## config.mk

```make
export PLATFORM = sky130hd
export DESIGN_NAME = murmur3_32_hash_engine
export DESIGN_NICKNAME = d
export VERILOG_FILES = /design/src/mm3_pkg.sv /design/src/murmur3_32_hash_engine.sv /design/src/mm3_front.sv /design/src/mm3_back.sv
export SDC_FILE = /design/constraint.sdc
export NUM_CORES = 2
export LEC_CHECK = 0
export ABC_AREA = 1
export ABC_CLOCK_PERIOD_IN_PS = 6290
export BUFFER_PORTS_ARGS = -buffer_cell sky130_fd_sc_hd__buf_2
export CAP_MARGIN = 30
export CORE_ASPECT_RATIO = 0.6
export CORE_MARGIN = 3
export CORE_UTILIZATION = 52
export DETAILED_ROUTE_END_ITERATION = 7
export GPL_TIMING_DRIVEN = 1
export PLACE_DENSITY = 0.76
export SYNTH_ARGS = -nofsm -noshare
export SYNTH_HDL_FRONTEND = slang
export SYNTH_SLANG_ARGS = --single-unit
```

## constraint.sdc

```tcl
create_clock -name aclk -period 6.29 [get_ports aclk]
set_input_delay 1.258 -clock aclk [delete_from_list [all_inputs] [get_ports aclk]]
set_output_delay 1.258 -clock aclk [all_outputs]
set_load 0.005 [all_outputs]
```

## src/mm3_pkg.sv

```systemverilog
// Types, constants and helper functions of the MurmurHash3 x86_32 engine.
// Has no dependencies; the engine, front, back and testbench import it.
`timescale 1ns / 1ps

package mm3_pkg;

    // Mixing constants of the x86_32 variant.
    localparam logic [31:0] MM_C1 = 32'hcc9e2d51;
    localparam logic [31:0] MM_C2 = 32'h1b873593;
    localparam logic [31:0] MM_N  = 32'he6546b64;
    localparam logic [31:0] MM_F1 = 32'h85ebca6b;
    localparam logic [31:0] MM_F2 = 32'hc2b2ae35;

    // Register reset values.
    localparam logic [31:0] SEED_RESET = 32'h9747b28c;
    localparam logic        ZFE_RESET  = 1'b1;

    // Register indexes of the configuration port.
    localparam logic REG_SEED = 1'b0;
    localparam logic REG_ZFE  = 1'b1;

    // Byte counts with a meaning of their own.
    localparam logic [2:0] NB_NONE = 3'd0;
    localparam logic [2:0] NB_ONE  = 3'd1;
    localparam logic [2:0] NB_TWO  = 3'd2;
    localparam logic [2:0] NB_FULL = 3'd4;

    // One classified word as it waits between the front and the back.
    typedef struct packed {
        logic [31:0] word;   // bytes above the count already cleared
        logic [2:0]  nb;     // 0 to 4 valid bytes
        logic        last;   // closes the message
    } mm3_entry_t;

    // Configuration as seen by the back end.
    typedef struct packed {
        logic [31:0] seed;
        logic        zero_for_empty;
    } mm3_cfg_t;

    // Sequencer of the back end.
    typedef enum logic [2:0] {
        ST_IDLE,
        ST_MUL1,
        ST_MUL2,
        ST_MIX,
        ST_FIN1,
        ST_FIN2,
        ST_EMIT
    } mm3_state_t;

    function automatic logic [31:0] rotl15(input logic [31:0] v);
        return {v[16:0], v[31:17]};
    endfunction

    function automatic logic [31:0] rotl13(input logic [31:0] v);
        return {v[18:0], v[31:19]};
    endfunction

endpackage

```

## src/murmur3_32_hash_engine.sv

```systemverilog
// MurmurHash3 x86_32 streaming engine, top level: configuration registers, front end
// with its queue and the back-end sequencer. Depends on mm3_pkg, mm3_front, mm3_back.
`timescale 1ns / 1ps

// Words of a message come in on the s_axis port as little-endian 32-bit words
// with tlast on the final one; one hash per message leaves on m_axis. The
// back end scrambles each word with two registered multiplies and mixes it
// in one step; the last word then gets two registered multiplies for the
// finalizer and the output step (an empty message under the zero rule goes
// straight to the output step). A queue of QUEUE_DEPTH words in front of the
// sequencer and the output register let either side stall on its own. The
// seed and the empty-message rule are to be written through the cfg port
// while no message is in flight; the block does not enforce it.
module murmur3_32_hash_engine import mm3_pkg::*; #(
    parameter int QUEUE_DEPTH = 2
) (
    input  logic        aclk,
    input  logic        aresetn,
    // Configuration writes.
    input  logic        cfg_we,
    input  logic        cfg_addr,
    input  logic [31:0] cfg_wdata,
    // Input words.
    input  logic        s_axis_tvalid,
    output logic        s_axis_tready,
    input  logic [39:0] s_axis_tdata,   // data_word [31:0], valid_bytes [34:32], zeros
    input  logic        s_axis_tlast,
    // Hash results.
    output logic        m_axis_tvalid,
    input  logic        m_axis_tready,
    output logic [31:0] m_axis_tdata    // hash [31:0]
);

    logic [31:0] seed_reg, seed_next;
    logic        zfe_reg, zfe_next;
    mm3_cfg_t    cfg;
    logic        q_valid;
    logic        q_pop;
    mm3_entry_t  q_entry;

    // Register writes.
    always_comb begin
        seed_next = seed_reg;
        zfe_next  = zfe_reg;
        if (cfg_we) begin
            case (cfg_addr)
                REG_SEED: seed_next = cfg_wdata;
                REG_ZFE:  zfe_next  = cfg_wdata[0];
                default:  seed_next = seed_reg;
            endcase
        end
    end

    always_ff @(posedge aclk) begin
        if (!aresetn) begin
            seed_reg <= SEED_RESET;
            zfe_reg  <= ZFE_RESET;
        end else begin
            seed_reg <= seed_next;
            zfe_reg  <= zfe_next;
        end
    end

    assign cfg = '{seed: seed_reg, zero_for_empty: zfe_reg};

    mm3_front #(
        .QDepth (QUEUE_DEPTH)
    ) u_front (
        .aclk     (aclk),
        .aresetn  (aresetn),
        .in_valid (s_axis_tvalid),
        .in_ready (s_axis_tready),
        .in_word  (s_axis_tdata[31:0]),
        .in_nb    (s_axis_tdata[34:32]),
        .in_last  (s_axis_tlast),
        .q_pop    (q_pop),
        .q_valid  (q_valid),
        .q_entry  (q_entry)
    );

    mm3_back u_back (
        .aclk      (aclk),
        .aresetn   (aresetn),
        .cfg       (cfg),
        .q_valid   (q_valid),
        .q_entry   (q_entry),
        .q_pop     (q_pop),
        .out_valid (m_axis_tvalid),
        .out_ready (m_axis_tready),
        .out_hash  (m_axis_tdata)
    );

endmodule

```

## src/mm3_front.sv

```systemverilog
// Front end of the hash engine: takes input transfers, classifies each word
// and holds it in a short queue for the back end. Depends on mm3_pkg.
`timescale 1ns / 1ps

module mm3_front import mm3_pkg::*; #(
    parameter int QDepth = 2
) (
    input  logic        aclk,
    input  logic        aresetn,
    input  logic        in_valid,
    output logic        in_ready,
    input  logic [31:0] in_word,
    input  logic [2:0]  in_nb,
    input  logic        in_last,
    input  logic        q_pop,
    output logic        q_valid,
    output mm3_entry_t  q_entry
);

    localparam int PtrW = (QDepth > 1) ? $clog2(QDepth) : 1;
    localparam int CntW = $clog2(QDepth + 1);
    localparam logic [PtrW-1:0] PTR_TOP = PtrW'(QDepth - 1);
    localparam logic [CntW-1:0] CNT_FULL = CntW'(QDepth);

    mm3_entry_t            entry_mem [QDepth];
    logic [PtrW-1:0]       wr_ptr_reg, wr_ptr_next;
    logic [PtrW-1:0]       rd_ptr_reg, rd_ptr_next;
    logic [CntW-1:0]       cnt_reg, cnt_next;
    logic [2:0]            nb_eff;
    logic [31:0]           word_masked;
    logic                  push;
    logic                  pop;

    // Classify: a word that is not last always counts as four bytes, and
    // counts above four are read as four. Bytes above the count are cleared.
    always_comb begin
        if (!in_last || in_nb > NB_FULL) begin
            nb_eff = NB_FULL;
        end else begin
            nb_eff = in_nb;
        end
        case (nb_eff)
            NB_NONE: word_masked = 32'd0;
            NB_ONE:  word_masked = {24'd0, in_word[7:0]};
            NB_TWO:  word_masked = {16'd0, in_word[15:0]};
            NB_FULL: word_masked = in_word;
            default: word_masked = {8'd0, in_word[23:0]};
        endcase
    end

    assign in_ready = (cnt_reg != CNT_FULL);
    assign q_valid  = (cnt_reg != '0);
    assign q_entry  = entry_mem[rd_ptr_reg];
    assign push     = in_valid && in_ready;
    assign pop      = q_pop && q_valid;

    // Pointer and fill count update.
    always_comb begin
        wr_ptr_next = wr_ptr_reg;
        rd_ptr_next = rd_ptr_reg;
        cnt_next    = cnt_reg;
        if (push) begin
            wr_ptr_next = (wr_ptr_reg == PTR_TOP) ? '0 : wr_ptr_reg + 1'b1;
        end
        if (pop) begin
            rd_ptr_next = (rd_ptr_reg == PTR_TOP) ? '0 : rd_ptr_reg + 1'b1;
        end
        if (push && !pop) begin
            cnt_next = cnt_reg + 1'b1;
        end else if (pop && !push) begin
            cnt_next = cnt_reg - 1'b1;
        end
    end

    always_ff @(posedge aclk) begin
        if (!aresetn) begin
            wr_ptr_reg <= '0;
            rd_ptr_reg <= '0;
            cnt_reg    <= '0;
        end else begin
            wr_ptr_reg <= wr_ptr_next;
            rd_ptr_reg <= rd_ptr_next;
            cnt_reg    <= cnt_next;
        end
    end

    // Queue storage needs no reset.
    always_ff @(posedge aclk) begin
        if (push) begin
            entry_mem[wr_ptr_reg] <= '{word: word_masked, nb: nb_eff, last: in_last};
        end
    end

endmodule

```

## src/mm3_back.sv

```systemverilog
// Back end of the hash engine: a sequencer that runs the body mix, tail mix
// and fmix32 finalizer over one queued word at a time. Depends on mm3_pkg.
`timescale 1ns / 1ps

module mm3_back import mm3_pkg::*; (
    input  logic        aclk,
    input  logic        aresetn,
    input  mm3_cfg_t    cfg,
    input  logic        q_valid,
    input  mm3_entry_t  q_entry,
    output logic        q_pop,
    output logic        out_valid,
    input  logic        out_ready,
    output logic [31:0] out_hash
);

    mm3_state_t  state_reg, state_next;
    logic [31:0] k_reg, k_next;
    logic [31:0] h_reg, h_next;
    logic [31:0] acc_reg, acc_next;
    logic [31:0] cnt_reg, cnt_next;
    logic [2:0]  nb_reg, nb_next;
    logic        last_reg, last_next;
    logic        empty_reg, empty_next;
    logic        in_msg_reg, in_msg_next;
    logic        out_valid_reg, out_valid_next;
    logic [31:0] out_hash_reg, out_hash_next;
    logic        out_free;
    logic [31:0] mix_x;
    logic [31:0] mix_h;

    assign out_free = !out_valid_reg || out_ready;

    // Next state.
    always_comb begin
        state_next = state_reg;
        case (state_reg)
            ST_IDLE: begin
                if (q_valid) begin
                    state_next = ST_MUL1;
                end
            end
            ST_MUL1: state_next = ST_MUL2;
            ST_MUL2: state_next = ST_MIX;
            ST_MIX: begin
                if (!last_reg) begin
                    state_next = ST_IDLE;
                end else if (empty_reg && nb_reg == NB_NONE && cfg.zero_for_empty) begin
                    state_next = ST_EMIT;
                end else begin
                    state_next = ST_FIN1;
                end
            end
            ST_FIN1: state_next = ST_FIN2;
            ST_FIN2: state_next = ST_EMIT;
            ST_EMIT: begin
                if (out_free) begin
                    state_next = ST_IDLE;
                end
            end
            default: state_next = ST_IDLE;
        endcase
    end

    // Queue pop.
    always_comb begin
        q_pop = 1'b0;
        case (state_reg)
            ST_IDLE: q_pop = q_valid;
            default: q_pop = 1'b0;
        endcase
    end

    // Body or tail mix of the scrambled word into the running hash.
    always_comb begin
        mix_x = rotl13(h_reg ^ k_reg);
        case (nb_reg)
            NB_FULL: mix_h = {mix_x[29:0], 2'b00} + mix_x + MM_N;
            NB_NONE: mix_h = h_reg;
            default: mix_h = h_reg ^ k_reg;
        endcase
    end

    // Datapath, one step per state.
    always_comb begin
        k_next         = k_reg;
        h_next         = h_reg;
        acc_next       = acc_reg;
        cnt_next       = cnt_reg;
        nb_next        = nb_reg;
        last_next      = last_reg;
        empty_next     = empty_reg;
        in_msg_next    = in_msg_reg;
        out_valid_next = out_valid_reg && !out_ready;
        out_hash_next  = out_hash_reg;
        case (state_reg)
            ST_IDLE: begin
                if (q_valid) begin
                    k_next     = q_entry.word;
                    nb_next    = q_entry.nb;
                    last_next  = q_entry.last;
                    empty_next = !in_msg_reg;
                    h_next     = in_msg_reg ? h_reg : cfg.seed;
                end
            end
            ST_MUL1: k_next = 32'(k_reg * MM_C1);
            ST_MUL2: k_next = 32'(rotl15(k_reg) * MM_C2);
            ST_MIX: begin
                if (!last_reg) begin
                    h_next      = mix_h;
                    cnt_next    = cnt_reg + 32'd4;
                    in_msg_next = 1'b1;
                end else begin
                    cnt_next    = '0;
                    in_msg_next = 1'b0;
                    if (empty_reg && nb_reg == NB_NONE && cfg.zero_for_empty) begin
                        acc_next = '0;
                    end else begin
                        acc_next = mix_h ^ (cnt_reg + {29'd0, nb_reg});
                    end
                end
            end
            ST_FIN1: acc_next = 32'((acc_reg ^ {16'd0, acc_reg[31:16]}) * MM_F1);
            ST_FIN2: acc_next = 32'((acc_reg ^ {13'd0, acc_reg[31:13]}) * MM_F2);
            ST_EMIT: begin
                // A zero accumulator finalizes to zero, which covers the empty case.
                if (out_free) begin
                    out_valid_next = 1'b1;
                    out_hash_next  = acc_reg ^ {16'd0, acc_reg[31:16]};
                end
            end
            default: begin
                k_next = k_reg;
            end
        endcase
    end

    // Control registers.
    always_ff @(posedge aclk) begin
        if (!aresetn) begin
            state_reg     <= ST_IDLE;
            in_msg_reg    <= 1'b0;
            cnt_reg       <= '0;
            out_valid_reg <= 1'b0;
        end else begin
            state_reg     <= state_next;
            in_msg_reg    <= in_msg_next;
            cnt_reg       <= cnt_next;
            out_valid_reg <= out_valid_next;
        end
    end

    // Payload registers.
    always_ff @(posedge aclk) begin
        k_reg        <= k_next;
        h_reg        <= h_next;
        acc_reg      <= acc_next;
        nb_reg       <= nb_next;
        last_reg     <= last_next;
        empty_reg    <= empty_next;
        out_hash_reg <= out_hash_next;
    end

    assign out_valid = out_valid_reg;
    assign out_hash  = out_hash_reg;

endmodule

```

; ---- After elaboration in Yosys (flattened, before gate mapping)
; Memories as Yosys holds them, arrays and structs flattened. A register that Yosys moved wholly into a read port is not among the register bits.
; Cells that the tools add are included.
[totals]
n_memories = 1
latch_bits = 0
rom_bits = 0
reg_bits = 207
out_inout_bits = 34
wordCells = 112
ramBits = 72
[memory_table]
columns = memory, words, word_bits, read_ports, rd_ports_with_merged_regs, write_ports, line
row1 = u_front.entry_mem, 2, 36, 1, 1, 1, mm3_front.sv:25  ; mm3_entry_t entry_mem [QDepth];
[classes]
eq_ne = 16
div_mod_pow = 0
n_shift = 0
n_reduce_logical = 31
n_mul = 4
n_mux = 30
order_cmp = 1
bitwise_logic = 5
add_sub_neg = 8
[ops]
columns = operator, count
row1 = 32-bit 2-to-1 mux, 7
row2 = 32-bit one-hot mux with 3 select lines, 2
row3 = 32-bit one-hot mux with 2 select lines, 2
row4 = 32-bit one-hot mux with 4 select lines, 1
row5 = "32-bit by 31-bit multiplier with 32-bit output, second input constant", 2
row6 = 32-bit bitwise XOR, 2
row7 = 32-bit by 3-bit adder with 32-bit output, 1
row8 = "32-bit by 3-bit adder with 32-bit output, second input constant", 1
row9 = 32-bit adder, 1
row10 = "32-bit adder, second input constant", 1
row11 = "32-bit by 29-bit multiplier with 32-bit output, second input constant", 1
row12 = "32-bit by 32-bit multiplier with 32-bit output, second input constant", 1
row13 = 32-bit by 16-bit bitwise XOR with 32-bit output, 1
row14 = 32-bit by 19-bit bitwise XOR with 32-bit output, 1
row15 = 3-bit one-hot mux with 7 select lines, 1
row16 = "3-bit equality test, second input constant", 5
row17 = 2-bit AND reduction, 7
row18 = 3-bit 2-to-1 mux, 4
row19 = 1-bit 2-to-1 mux, 10
row20 = "3-bit by 2-bit equality test with 1-bit output, second input constant", 3
row21 = 3-bit zero test, 3
row22 = 1-bit logical AND, 7
row23 = "3-bit by 1-bit equality test with 1-bit output, second input constant", 2
row24 = 1-bit zero test, 6
row25 = 12 further kinds, 23

; ---- Logic depth before layout (Yosys ltp)
[logic_depth]
ltp_word = 8
mapped_depth = 34
ltp_nobuf = 34

; ---- By module
; A second synthesis with hierarchy kept.
[unflattened]
cells_unflattened = 6015
hier_area_um2 = 51087.7
[modules_own_cells]
columns = module, seq_area_each_um2, area_each_um2, cells_each, n_inst
row1 = mm3_back, 4694.5, 46447.0, 5609, 1
row2 = mm3_front, 2262.2, 3306.9, 224, 1
row3 = murmur3_32_hash_engine, 660.6, 1333.8, 182, 1

; ---- Least setup slack after synthesis
; OpenSTA, ideal clock, no wires.
[synth_timing]
path_kind = flip-flop to flip-flop
start = register u_back.acc_reg[27]
end = register u_back.acc_reg[31], data pin
slack_ps = -451
setup_time_ps = 260
arrival_time_ps = 6481
required_ps = 6030
stages_incl_launch_ff = 25
period_less_slack_ps = 6741
path_cell_list = edfxtp_1 > clkbuf_2 > xnor2_1 > inv_1 > fa_1 > fa_1 > fa_1 > inv_1 > fa_1 > inv_1 > fa_1 > fa_1 > fa_1 > inv_1 > fa_1 > inv_1 > ha_1 > nand2_1 > nor3_1 > nand2_1 > or2_2 > nand3_1 > nand3_1 > nand3_1 > nand3_1
[synth_between]
elab_chain_len = 3
elab_cells_between_ends = 5
classes_between = 2 x mul / 1 x mux / 2 x bitwise
[synth_rtl]
columns = item, line
row1 = "start, declared", mm3_back.sv:20  ; logic [31:0] acc_reg, acc_next;
row2 = "start signal, assigned", mm3_back.sv:157  ; acc_reg <= acc_next;
row3 = 32-bit by 19-bit bitwise XOR with 32-bit output / 32-bit by 16-bit bitwise XOR with 32-bit output (equally long branches), "mm3_back.sv:124, mm3_back.sv:123"
row4 = 32-bit by 31-bit multiplier with 32-bit output / 32-bit by 32-bit multiplier with 32-bit output (equally long branches), "mm3_back.sv:124, mm3_back.sv:123"
row5 = 32-bit one-hot mux with 3 select lines *, mm3_back.sv:96  ; case (state_reg)
row6 = via u_back.acc_next[31], mm3_back.sv:20
; Mark *: on every way through the listed nets, which the timed path passes. The rest lies on a longest branch.
; A chain may end at the register's enable or synchronous reset.

; ---- Final worst setup path
[layout_timing]
start = register u_back.acc_reg[10]
end = register u_back.acc_reg[31], data pin
; Same word-level chain as after synthesis.

==> flow_summary.json <==
{
  "outcome": "finished with violations",
  "violations": "setup timing",
  "fin_crit_ns": 7.01,
  "tritoncts": "built",
  "grt_usage_pct": 39.5,
  "initial_core_util_pct": 52.6,
  "first_pass_iters": 7,
  "syn_nets": 7656,
  "synth_warnings": 0,
  "post_layout_nonfiller_instances": 8454,
  "cts.hold.buffers_added": 0,
  "worstMarginPinSlew_ns": 1.17,
  "clock_sinks": 278,
  "skew_ns": 0.0290,
  "core_sq_mm": 0.0965,
  "dpl.cell_count": 8238,
  "crit_path_end_kind": "flop",
  "grt_pass1_vias": 46000,
  "final_nets": 8708,
  "drive_gt1_share_pct": 27.0,
  "dieArea_sq_mm": 0.101,
  "ys_seq_area_share_pct": 15.0,
  "pin_count": 113,
  "async_flop_share_pct": 0,
  "grt_max_degree": 43,
  "vias": 47600,
  "numCtsBuffers": 35,
  "cp_max_fo": 4,
  "syn_to_final_growth_pct": 31.5,
  "synth_area_sq_mm": 0.0507,
  "path_class": "reg -> reg",
  "finalCritPeriodShare_pct": 111,
  "max_clock_freq_mhz": 143,
  "drt-total-wl_microns": 207000,
  "cts_root_buf": "clkbuf_16",
  "synth.top_cell.area_share_pct": 28.9,
  "synthCells": 6068,
  "register_area_sq_mm": 0.00762,
  "rsz0062_at_grt": "true",
  "antenna_found_initial": 4,
  "port_buffers": 107,
  "cp.arrival_ns": 7.32,
  "antenna_left": 0,
  "syn_area_per_cell_sq_um": 8.36,
  "hold_viol_final": 0,
  "grt_first_pass_wirelength_microns": 293000,
  "place.gp.congestion": 1.11,
  "synth_common_cells": "inv_1, nand2_1, ha_1",
  "drc": 0,
  "num_rows": 88,
  "min_path_type": "reg -> reg",
  "yosysMostFrequentCell": "inv_1",
  "htreeDepth": 2,
  "fill_cells": 7302,
  "multiInputGateArea_sq_mm": 0.0413,
  "cp-start-kind": "flop",
  "clockBufferDepth": 3,
  "cp_data_required_time_ns": 6.61,
  "die_x_microns": 409,
  "finalSetupViolations": 27,
  "largest-register": "u_front.entry_mem",
  "synth_top_cell_by_area": "fa_1",
  "largest_reg_flops": 72,
  "relSlewSlack_pct": 22.0,
  "vias_per_cell": 5.63,
  "die_h_microns": 248,
  "synthTopCellsByArea": "fa_1, ha_1, inv_1",
  "wire_per_inst_microns": 24.5,
  "cts.clk_slew.worst_paths_ns": 0.07,
  "cap_violations": 0,
  "hpwl_microns": 171000,
  "synthFlopType": "edfxtp_1",
  "maxSlewViolCount": 0,
  "overflow": 0,
  "insertion_delay_ns": 0.59,
  "drt-initial-drc-count": 6167,
  "fin_ws_ns": -0.717,
  "yosysUniqueCellTypes": 54,
  "ys_ff_latch": 278,
  "synth-edff-count": 205
}
## cells in the final DEF, fill, tap and decap left out, drive strengths merged, types with 3 or more instances in the layout
cell	n
inv	1704
buf	1070
nand2	1017
ha	777
fa	732
nor2	333
nand3	251
a21oi	243
o21ai	216
edfxtp	205
xor2	92
dfxtp	73
xnor2	60
nor3	48
nand4	45
clkbuf	43
or2	32
o21bai	29
nand3b	20
a31oi	20
a21o	18
o211ai	17
o22ai	15
clkinv	14
nor4	12
o21a	9
o221ai	9
o311ai	8
a211oi	6
a21boi	5
and3	3
a22oi	3
and2	3
## worst max-delay path: stages (launching register included)
cell and delay [ns]:
edfxtp_1 0.46, buf_6 0.17, xnor2_4 0.30, buf_4 0.18, buf_6 0.13, fa_1 0.42, inv_1 0.10, fa_1 0.43
fa_1 0.49, inv_1 0.05, fa_1 0.51, inv_1 0.07, fa_1 0.49, fa_1 0.51, fa_1 0.53, inv_2 0.04
fa_1 0.51, inv_2 0.05, ha_4 0.31, nand2_4 0.08, nor3_4 0.26, nand2_1 0.08, or2_4 0.25, nand3_4 0.09
nand3_2 0.08, nand3_2 0.08, nand3_2 0.07
## kinds of logic (layout without fill, tap and decap cells)
| kind of cell | after synthesis | count (layout) | synth area share, % |
|---|---|---|---|
| AND/OR/NAND/NOR | 1767 | 1767 | 14.6 |
| buffers and inverters | 1755 | 2834 | 13.0 |
| adder cells (fa/ha/maj) | 1509 | 1509 | 48.0 |
| AO/OA/AOI/OAI | 607 | 607 | 6.70 |
| flip-flops | 278 | 278 | 15.0 |
| XOR/XNOR | 152 | 152 | 2.62 |
| other | 0 | 2 | 0 |
## final timing paths
kind,start,to,slack (ns),cells after the start
hold / removal,seed_reg[7],seed_reg[7],0.47,2
setup reg to reg,u_back.acc_reg[10],u_back.acc_reg[31],-0.72,26
hold reg to reg,seed_reg[7],seed_reg[7],0.47,2
setup / recovery,u_back.acc_reg[10],u_back.acc_reg[31],-0.72,26
## per-layer routing
layer	global-route usage [%]	up-vias	routed length [microns]
met4	6.25	8	5020
met2	47.7	3264	73900
met1	58.8	23100	85900
met3	23.9	407	42000
li1	-	20800	-
met5	2.38	-	400
## timing repair
action | in CTS | in global routing
setup buffers | 97 | 75
setup endpoints to repair | 36 | 40
gates resized for setup | 600 | 506
pin swaps | 242 | 313
## stage by stage
stage / setup slack (ns) / util [%] / setup TNS [ns] / hold slack, ns / cell area (sq um)
6_report: -0.717 / 69.2 / -8.65 / 0.466 / 66700
5_1_grt: -0.853 / 69.2 / -12.14 / 0.490 / 66700
4_1_cts: -0.479 / 66.3 / -5.33 / 0.465 / 64000
3_5_place_dp: -1.03 / 61.7 / -18.20 / 0.450 / 59500
3_3_place_gp: -0.847 / 61.6 / -15.87 / 0.433 / 59400
2_1_floorplan: -0.0295 / - / -0.0473 / 0.425 / 51200
## area by class of cell
type	instances	share of cell area, %
Antenna cell	2	0.00750
Clock buffer	43	1.40
Clock inverter	21	0.296
Inverter	1700	9.63
Multi-Input combinational cell	4035	61.9
Sequential cell	278	11.4
Tap cell	1305	2.45
Timing Repair Buffer	1070	12.9
Power is not shown: default switching activity piles up to over one toggle a cycle in this logic, so the estimate is an artifact.
